==> src/hdl/fmsr_pkg.sv <==
// Shared constants and types for the first-match substring replacement block.
// Used by fmsr_cell and first_match_substring_replace; depends on nothing.
`default_nettype none

package fmsr_pkg;

    localparam int MAX_PAT   = 32;
    localparam int MAX_REP   = 32;
    localparam int NUM_CELLS = (MAX_PAT > MAX_REP) ? MAX_PAT : MAX_REP;
    localparam int CNT_W     = $clog2(NUM_CELLS + 1);

    typedef logic [7:0]       byte_t;
    typedef logic [CNT_W-1:0] cnt_t;

    typedef struct packed {
        logic  w_shift;
        logic  w_load;
        cnt_t  w_pos;
        logic  p_load;
        cnt_t  p_pos;
        logic  r_load;
        logic  r_rot;
        cnt_t  r_pos;
        cnt_t  p_len;
        cnt_t  r_len;
        byte_t data;
    } cell_ctl_t;

endpackage

`default_nettype wire

==> src/hdl/fmsr_cell.sv <==
// One cell of the chain: a pattern byte, a window byte and a replacement byte.
// Depends on fmsr_pkg for the control struct and the counter width.
`default_nettype none

module fmsr_cell (
    input  wire logic              clk,
    input  wire fmsr_pkg::cnt_t    idx,
    input  wire fmsr_pkg::cell_ctl_t ctl,
    input  wire fmsr_pkg::byte_t   w_right,
    input  wire fmsr_pkg::byte_t   r_right,
    input  wire fmsr_pkg::byte_t   r_head,
    output fmsr_pkg::byte_t        w_byte,
    output fmsr_pkg::byte_t        r_byte,
    output logic                   hit
);

    fmsr_pkg::byte_t w_reg;
    fmsr_pkg::byte_t w_next;
    fmsr_pkg::byte_t p_reg;
    fmsr_pkg::byte_t p_next;
    fmsr_pkg::byte_t r_reg;
    fmsr_pkg::byte_t r_next;

    always_comb
    begin
        if (ctl.w_load && (idx == ctl.w_pos))
        begin
            w_next = ctl.data;
        end
        else if (ctl.w_shift)
        begin
            w_next = w_right;
        end
        else
        begin
            w_next = w_reg;
        end

        if (ctl.p_load && (idx == ctl.p_pos))
        begin
            p_next = ctl.data;
        end
        else
        begin
            p_next = p_reg;
        end

        if (ctl.r_load && (idx == ctl.r_pos))
        begin
            r_next = ctl.data;
        end
        else if (ctl.r_rot && (idx < ctl.r_len))
        begin
            if (idx == (ctl.r_len - fmsr_pkg::cnt_t'(1)))
            begin
                r_next = r_head;
            end
            else
            begin
                r_next = r_right;
            end
        end
        else
        begin
            r_next = r_reg;
        end
    end

    always_ff @(posedge clk)
    begin
        w_reg <= w_next;
        p_reg <= p_next;
        r_reg <= r_next;
    end

    assign w_byte = w_reg;
    assign r_byte = r_reg;
    assign hit    = (w_reg == p_reg) || (idx >= ctl.p_len);

endmodule

`default_nettype wire

==> src/hdl/first_match_substring_replace.sv <==
// Top level of the first-match substring replacement block: sequencer and output stage.
// Depends on fmsr_pkg and on a chain of fmsr_cell instances.
//
// Usage: one input channel (in_valid, in_stall) carries action, value, first and last;
// action selects a pattern byte, a replacement byte or a text byte. One output channel
// (out_valid, out_stall) carries out_byte, last_of_run and end_of_text, one byte per
// transfer. A chain of cells holds the pattern, the text window and the replacement;
// every cell compares its window byte with its pattern byte, so a full match is known
// in the cycle after a text byte enters the window.
// Sequencing: a text byte that passes straight through after the match is accepted and
// closed; a text byte that enters the window also goes through a compare step. A match
// adds a replacement burst, a flush emits the window bytes still held, and for an empty
// pattern the text byte itself follows the replacement. Replacement bytes are only
// stored; a pattern byte flushes the window and then closes. No new item is accepted
// until the sequencer is back in idle.
// Results are held back one step inside the block so that the final one can carry
// last_of_run; a stalled output simply holds the sequencer until it drains.
// Reset clears the lengths, the window fill and the match flag; no clearing pass.
`default_nettype none

module first_match_substring_replace (
    input  wire logic        clk,
    input  wire logic        rst_n,
    input  wire logic        in_valid,
    output logic             in_stall,
    input  wire logic [1:0]  action,
    input  wire logic [7:0]  value,
    input  wire logic        first,
    input  wire logic        last,
    output logic             out_valid,
    input  wire logic        out_stall,
    output logic [7:0]       out_byte,
    output logic             last_of_run,
    output logic             end_of_text
);

    localparam logic [1:0] ACT_PATTERN = 2'd0;
    localparam logic [1:0] ACT_REPLACE = 2'd1;
    localparam logic [1:0] ACT_TEXT    = 2'd2;

    localparam fmsr_pkg::cnt_t PAT_CAP = fmsr_pkg::cnt_t'(fmsr_pkg::MAX_PAT);
    localparam fmsr_pkg::cnt_t REP_CAP = fmsr_pkg::cnt_t'(fmsr_pkg::MAX_REP);
    localparam fmsr_pkg::cnt_t ONE     = fmsr_pkg::cnt_t'(1);

    typedef enum logic [2:0] {
        S_IDLE,
        S_CMP,
        S_REPL,
        S_VAL,
        S_FLUSH,
        S_END
    } state_t;

    state_t              state_reg, state_next;
    fmsr_pkg::cnt_t      plen_reg, plen_next;
    fmsr_pkg::cnt_t      rlen_reg, rlen_next;
    fmsr_pkg::cnt_t      fill_reg, fill_next;
    fmsr_pkg::cnt_t      rcnt_reg, rcnt_next;
    logic                match_done_reg, match_done_next;
    logic                val_after_reg, val_after_next;
    logic                item_text_reg, item_text_next;
    logic                item_last_reg, item_last_next;
    fmsr_pkg::byte_t     item_val_reg, item_val_next;
    logic                pend_valid_reg, pend_valid_next;
    fmsr_pkg::byte_t     pend_byte_reg, pend_byte_next;
    logic                out_valid_reg, out_valid_next;
    fmsr_pkg::byte_t     out_byte_reg, out_byte_next;
    logic                out_last_reg, out_last_next;
    logic                out_eot_reg, out_eot_next;

    fmsr_pkg::cell_ctl_t ctl;
    fmsr_pkg::byte_t     w_arr [fmsr_pkg::NUM_CELLS];
    fmsr_pkg::byte_t     r_arr [fmsr_pkg::NUM_CELLS];
    logic [fmsr_pkg::NUM_CELLS-1:0] hit_vec;
    logic                all_hit;

    logic                out_free;
    logic                can_emit;
    logic                emit;
    fmsr_pkg::byte_t     emit_byte;
    logic                fin;
    state_t              tail_state;

    genvar gi;
    generate
        for (gi = 0; gi < fmsr_pkg::NUM_CELLS; gi++)
        begin : g_cell
            fmsr_pkg::byte_t w_right;
            fmsr_pkg::byte_t r_right;
            if (gi < fmsr_pkg::NUM_CELLS - 1)
            begin : g_mid
                assign w_right = w_arr[gi + 1];
                assign r_right = r_arr[gi + 1];
            end
            else
            begin : g_end
                assign w_right = '0;
                assign r_right = '0;
            end
            fmsr_cell u_cell (
                .clk     (clk),
                .idx     (fmsr_pkg::cnt_t'(gi)),
                .ctl     (ctl),
                .w_right (w_right),
                .r_right (r_right),
                .r_head  (r_arr[0]),
                .w_byte  (w_arr[gi]),
                .r_byte  (r_arr[gi]),
                .hit     (hit_vec[gi])
            );
        end
    endgenerate

    assign all_hit  = &hit_vec;
    assign out_free = !out_valid_reg || !out_stall;
    assign can_emit = !pend_valid_reg || out_free;
    assign in_stall = (state_reg != S_IDLE);

    always_comb
    begin
        state_next      = state_reg;
        plen_next       = plen_reg;
        rlen_next       = rlen_reg;
        fill_next       = fill_reg;
        rcnt_next       = rcnt_reg;
        match_done_next = match_done_reg;
        val_after_next  = val_after_reg;
        item_text_next  = item_text_reg;
        item_last_next  = item_last_reg;
        item_val_next   = item_val_reg;
        pend_valid_next = pend_valid_reg;
        pend_byte_next  = pend_byte_reg;
        out_valid_next  = out_valid_reg;
        out_byte_next   = out_byte_reg;
        out_last_next   = out_last_reg;
        out_eot_next    = out_eot_reg;
        emit            = 1'b0;
        emit_byte       = '0;
        fin             = 1'b0;
        tail_state      = item_last_reg ? S_FLUSH : S_END;

        ctl         = '0;
        ctl.p_len   = plen_reg;
        ctl.r_len   = rlen_reg;
        ctl.data    = value;

        case (state_reg)
            S_IDLE:
            begin
                if (in_valid)
                begin
                    item_val_next  = value;
                    item_last_next = last;
                    item_text_next = (action == ACT_TEXT);
                    case (action)
                        ACT_PATTERN:
                        begin
                            ctl.p_pos = first ? '0 : plen_reg;
                            if (first || (plen_reg < PAT_CAP))
                            begin
                                ctl.p_load = 1'b1;
                                plen_next  = ctl.p_pos + ONE;
                            end
                            state_next = S_FLUSH;
                        end
                        ACT_REPLACE:
                        begin
                            ctl.r_pos = first ? '0 : rlen_reg;
                            if (first || (rlen_reg < REP_CAP))
                            begin
                                ctl.r_load = 1'b1;
                                rlen_next  = ctl.r_pos + ONE;
                            end
                        end
                        ACT_TEXT:
                        begin
                            if (match_done_reg)
                            begin
                                emit       = 1'b1;
                                emit_byte  = value;
                                state_next = last ? S_FLUSH : S_END;
                            end
                            else if (plen_reg == '0)
                            begin
                                match_done_next = 1'b1;
                                rcnt_next       = '0;
                                val_after_next  = 1'b1;
                                state_next      = S_REPL;
                            end
                            else
                            begin
                                ctl.w_load = 1'b1;
                                if (fill_reg == plen_reg)
                                begin
                                    emit        = 1'b1;
                                    emit_byte   = w_arr[0];
                                    ctl.w_shift = 1'b1;
                                    ctl.w_pos   = fill_reg - ONE;
                                end
                                else
                                begin
                                    ctl.w_pos = fill_reg;
                                    fill_next = fill_reg + ONE;
                                end
                                state_next = S_CMP;
                            end
                        end
                        default:
                        begin
                            state_next = S_IDLE;
                        end
                    endcase
                end
            end
            S_CMP:
            begin
                if ((fill_reg == plen_reg) && all_hit)
                begin
                    fill_next       = '0;
                    match_done_next = 1'b1;
                    rcnt_next       = '0;
                    val_after_next  = 1'b0;
                    state_next      = S_REPL;
                end
                else
                begin
                    state_next = tail_state;
                end
            end
            S_REPL:
            begin
                if (rcnt_reg == rlen_reg)
                begin
                    state_next = val_after_reg ? S_VAL : tail_state;
                end
                else if (can_emit)
                begin
                    emit      = 1'b1;
                    emit_byte = r_arr[0];
                    ctl.r_rot = 1'b1;
                    rcnt_next = rcnt_reg + ONE;
                end
            end
            S_VAL:
            begin
                if (can_emit)
                begin
                    emit       = 1'b1;
                    emit_byte  = item_val_reg;
                    state_next = tail_state;
                end
            end
            S_FLUSH:
            begin
                if (fill_reg == '0)
                begin
                    if (item_text_reg)
                    begin
                        match_done_next = 1'b0;
                    end
                    state_next = S_END;
                end
                else if (can_emit)
                begin
                    emit        = 1'b1;
                    emit_byte   = w_arr[0];
                    ctl.w_shift = 1'b1;
                    fill_next   = fill_reg - ONE;
                end
            end
            S_END:
            begin
                if (!pend_valid_reg)
                begin
                    state_next = S_IDLE;
                end
                else if (out_free)
                begin
                    fin        = 1'b1;
                    state_next = S_IDLE;
                end
            end
            default:
            begin
                state_next = S_IDLE;
            end
        endcase

        if (out_free)
        begin
            out_valid_next = 1'b0;
        end
        if (emit)
        begin
            pend_valid_next = 1'b1;
            pend_byte_next  = emit_byte;
            if (pend_valid_reg)
            begin
                out_valid_next = 1'b1;
                out_byte_next  = pend_byte_reg;
                out_last_next  = 1'b0;
                out_eot_next   = 1'b0;
            end
        end
        if (fin)
        begin
            pend_valid_next = 1'b0;
            out_valid_next  = 1'b1;
            out_byte_next   = pend_byte_reg;
            out_last_next   = 1'b1;
            out_eot_next    = item_text_reg && item_last_reg;
        end
    end

    always_ff @(posedge clk or negedge rst_n)
    begin
        if (!rst_n)
        begin
            state_reg      <= S_IDLE;
            plen_reg       <= '0;
            rlen_reg       <= '0;
            fill_reg       <= '0;
            rcnt_reg       <= '0;
            match_done_reg <= 1'b0;
            val_after_reg  <= 1'b0;
            item_text_reg  <= 1'b0;
            item_last_reg  <= 1'b0;
            item_val_reg   <= '0;
            pend_valid_reg <= 1'b0;
            pend_byte_reg  <= '0;
            out_valid_reg  <= 1'b0;
            out_byte_reg   <= '0;
            out_last_reg   <= 1'b0;
            out_eot_reg    <= 1'b0;
        end
        else
        begin
            state_reg      <= state_next;
            plen_reg       <= plen_next;
            rlen_reg       <= rlen_next;
            fill_reg       <= fill_next;
            rcnt_reg       <= rcnt_next;
            match_done_reg <= match_done_next;
            val_after_reg  <= val_after_next;
            item_text_reg  <= item_text_next;
            item_last_reg  <= item_last_next;
            item_val_reg   <= item_val_next;
            pend_valid_reg <= pend_valid_next;
            pend_byte_reg  <= pend_byte_next;
            out_valid_reg  <= out_valid_next;
            out_byte_reg   <= out_byte_next;
            out_last_reg   <= out_last_next;
            out_eot_reg    <= out_eot_next;
        end
    end

    assign out_valid   = out_valid_reg;
    assign out_byte    = out_byte_reg;
    assign last_of_run = out_last_reg;
    assign end_of_text = out_eot_reg;

    a_fill_bound: assert property (@(posedge clk) disable iff (!rst_n)
        (state_reg != S_FLUSH) |-> (fill_reg <= plen_reg))
        else $error("window fill exceeds pattern length");

    a_idle_no_pending: assert property (@(posedge clk) disable iff (!rst_n)
        (state_reg == S_IDLE) |-> !pend_valid_reg)
        else $error("result still pending while idle");

    a_match_empty_window: assert property (@(posedge clk) disable iff (!rst_n)
        match_done_reg |-> (fill_reg == '0))
        else $error("window holds bytes after a match");

    a_repl_count: assert property (@(posedge clk) disable iff (!rst_n)
        (state_reg == S_REPL) |-> (rcnt_reg <= rlen_reg))
        else $error("replacement count overran");

endmodule

`default_nettype wire
==> config.mk <==
export PLATFORM = sky130hd
export DESIGN_NAME = first_match_substring_replace
export DESIGN_NICKNAME = d
export VERILOG_FILES = /design/src/hdl/fmsr_pkg.sv /design/src/hdl/fmsr_cell.sv /design/src/hdl/first_match_substring_replace.sv
export SDC_FILE = /design/constraint.sdc
export NUM_CORES = 1
export LEC_CHECK = 0
export BUFFER_PORTS_ARGS = -buffer_cell sky130_fd_sc_hd__clkbuf_2
export CAP_MARGIN = 10
export CORE_AREA = 5 5 254 256
export DETAILED_ROUTE_END_ITERATION = 16
export DIE_AREA = 0 0 259 261
export GPL_TIMING_DRIVEN = 1
export PLACE_DENSITY = 0.91
export SLEW_MARGIN = 40
export SYNTH_ARGS = -nofsm -noshare
export SYNTH_HDL_FRONTEND = slang
export SYNTH_SLANG_ARGS = --single-unit
==> constraint.sdc <==
create_clock -name clk -period 6.7 [get_ports clk]
set_clock_uncertainty 0.05 [all_clocks]
set_input_delay 0.67 -clock clk [delete_from_list [all_inputs] [get_ports clk]]
set_output_delay 0.67 -clock clk [all_outputs]
set_load 0.005 [all_outputs]
==> flow_summary.toml <==
[cts]
cts.reportedPaths.clkPinSlew_ns = 0.07
ctsHoldBuffers = 0
cts_tree = "yes"
clk-insertion-delay-late_ns = 0.64
cts.sinks = 827
clockBufferDepth = 3
cts_setup_buffers = 0
cts_made_buffers = 82
ctsResizeCount = 0
cts_root_buffer = "clkbuf_16"
cts.htree.levels = 3

[critical_path]
start_kind = "flop"
reg2regPathDepth = 8
worst_setup_path_end_kind = "flop"
r2r_slack_ns = 2.19
cp_data_arrival_time_ns = 4.76
cp_top_family = "simple AND/OR/NAND/NOR gates"
crit_buf_inv = 0
crit_required_ns = 6.94
r2r_start = "plen_reg[3]$_DFFE_PN0P_"
crit_type = "reg -> reg"
worstPathCellList = "xor2_1, nor4_4, and2_1, nand2_4, or3_4, a21oi_4, and2_1, nand2b_1"
crit_slowest_cell = "dfrtp_1"
timing.rr.end = "g_cell[29].u_cell.w_byte[5]$_DFFE_PP_"
worst_path_largest_cell_delay_ns = 0.89
crit_top_cell = "and2_1"
cp_max_fo = 28

[placement]
numPortBuffers = 27
dp_hpwl_um = 59600
dp_worst_setup_slack_ns = 2.37
place_congestion = 0.934

[hold_path]
hold_class = "in -> async"

[pwr]
power_leakage_nw = 15.3
vdd_ir_drop_max_uv = 205
p_per_area_mw_per_mm2 = 360

[synth]
syn_inst = 3054
yosys_warnings = 0
async_flop_share = 0.0713
synth_edf_count = 768
synthDistinctLibCells = 83
ys_seq_area_frac = 0.616
ys_ff_latch = 827
syn_area_per_cell_um2 = 13.1
synth_flop_cell = "edfxtp_1"
synth_area_mm2 = 0.0399
synth_nets = 3075

[finish]
regArea_mm2 = 0.0245
final_core_util = 0.694
multiInputGateArea_mm2 = 0.0146
drive_gt1_frac = 0.170
n_fill_cell = 3714
layout_common_cells = "edfxtp_1, nand2_1, mux2_2, mux2i_1, nor2_1"
final_common_cell = "edfxtp_1"
area_growth_syn_to_layout_pct = 8.49
nets = 3007

[routing]
wire_per_inst_um = 25.2
drc_errors = 0
drt_iter0_markers = 3821
drt-total-wl_um = 98100
drtPass1Iterations = 6
via_per_inst = 6.63
vias = 25900
ant_nets = 0

[global_routing]
grt_max_degree = 64
gr-total-overflow = 0
grt_pass1_wl_um = 151000
grt_pass1_vias = 25900
antenna_found_initial = 3
track_usage = 0.286

[die]
die_height_um = 261
die-area_mm2 = 0.0676
start_util = 0.640
die_w_um = 259
rows = 92
core_area_mm2 = 0.0623
ios = 28

[timing]
worst_pin_slew_ns = 0.904
rsz0062_at_grt = "false"
period_share = 0.673
drv_slew = 0
timing.setup.tns_ns = 0
finalCriticalPeriod_ns = 4.51
max_freq_mhz = 222
setup_slack_ns = 2.19
whs_ns = 0.0458
final_hold_viol_count = 0
timing.final.setup_violations = 0
slew-limit-headroom = 0.397

[run]
drv_cap = 0

[run_status]
outcome = "completed"
[worst max path at each step]
stage                                       start                                    end  slack, ns  depth (start not counted)
final                     plen_reg[3]$_DFFE_PN0P_  g_cell[29].u_cell.w_byte[5]$_DFFE_PP_       2.19                          8
after CTS                 plen_reg[3]$_DFFE_PN0P_  g_cell[29].u_cell.w_byte[7]$_DFFE_PP_       2.30                          8
after global routing      plen_reg[3]$_DFFE_PN0P_  g_cell[30].u_cell.w_byte[6]$_DFFE_PP_       2.02                          8
after detailed placement  plen_reg[3]$_DFFE_PN0P_  g_cell[30].u_cell.w_byte[0]$_DFFE_PP_       2.37                          8
after floorplan                         action[0]  g_cell[22].u_cell.w_byte[0]$_DFFE_PP_       3.57                          7
after global placement    plen_reg[3]$_DFFE_PN0P_  g_cell[30].u_cell.w_byte[0]$_DFFE_PP_       2.56                          8
[report_power, final]
group	total (mW)	internal [mW]	switching, mW
combinational	3.25	1.35	1.90
clock	4.62	2.64	1.99
sequential	7.69	6.87	0.822
[routing by layer]
metal,up-vias,global-route usage,share of wire
met3,340,0.0711,0.12
met5,-,0,0.00013
met1,12600,0.391,0.37
met4,2,0.0992,0.035
li1,11100,-,-
met2,1796,0.456,0.47
[cells by family (layout without fill, tap and decap cells)]
family	after synthesis	count (layout)	synth area share
flip-flops	827	827	0.616
AO/OA/AOI/OAI	471	471	0.0700
multiplexers	503	503	0.139
AND/OR/NAND/NOR	762	762	0.0920
other	0	1	0
buffers and inverters	217	217	0.0232
adder cells (fa/ha/maj)	5	5	0.00157
XOR/XNOR	269	269	0.0591
[Yosys cell counts, types with 15 or more instances]
library cell | number | area, um^2
a21oi_1 | 134 | 671
xnor2_1 | 139 | 1220
nand4_1 | 37 | 231
and3_1 | 22 | 138
nor4_1 | 33 | 206
buf_2 | 16 | 80.1
and2_1 | 22 | 138
o22ai_1 | 16 | 100
mux2i_1 | 227 | 2270
nor2b_1 | 15 | 93.8
nand3_1 | 34 | 170
nor2_1 | 203 | 762
nor3_1 | 19 | 95.1
o21ai_0 | 191 | 956
edfxtp_1 | 768 | 23100
dfrtp_1 | 59 | 1480
mux2_2 | 229 | 2580
mux2_4 | 35 | 526
nand2b_1 | 27 | 169
nand2_1 | 282 | 1060
clkbuf_1 | 162 | 608
a31oi_1 | 39 | 244
xor2_1 | 130 | 1140
[layout make-up]
cell class | instances | share of cell area
multi-input combinational | 2010 | 0.336
tap | 846 | 0.0245
antenna | 1 | 0.0000579
clock inverter | 49 | 0.0122
inverter | 15 | 0.00130
clock buffer | 103 | 0.0503
timing repair buffer | 50 | 0.00775
sequential | 827 | 0.567
[per-stage QoR]
| stage | instance area [um^2] | power [mW] | std cells |
|---|---|---|---|
| after detailed placement | 40400 | 10.8 | 3747 |
| final | 43200 | 15.6 | 3901 |
| after floorplan | 39900 | 9.80 | 3054 |
| after global placement | 40400 | 10.6 | 3747 |
| after global routing | 43200 | 16.1 | 3900 |
| after CTS | 43100 | 15.5 | 3899 |
[worst reg2reg max path: stages (launching register included)]
cell and delay, ns:
dfrtp_1 0.89, xor2_1 0.23, nor4_4 0.43, and2_1 0.58, nand2_4 0.12, or3_4 0.40, a21oi_4 0.48, and2_1 0.55
nand2b_1 0.43
(Power assumes the default switching activity.)
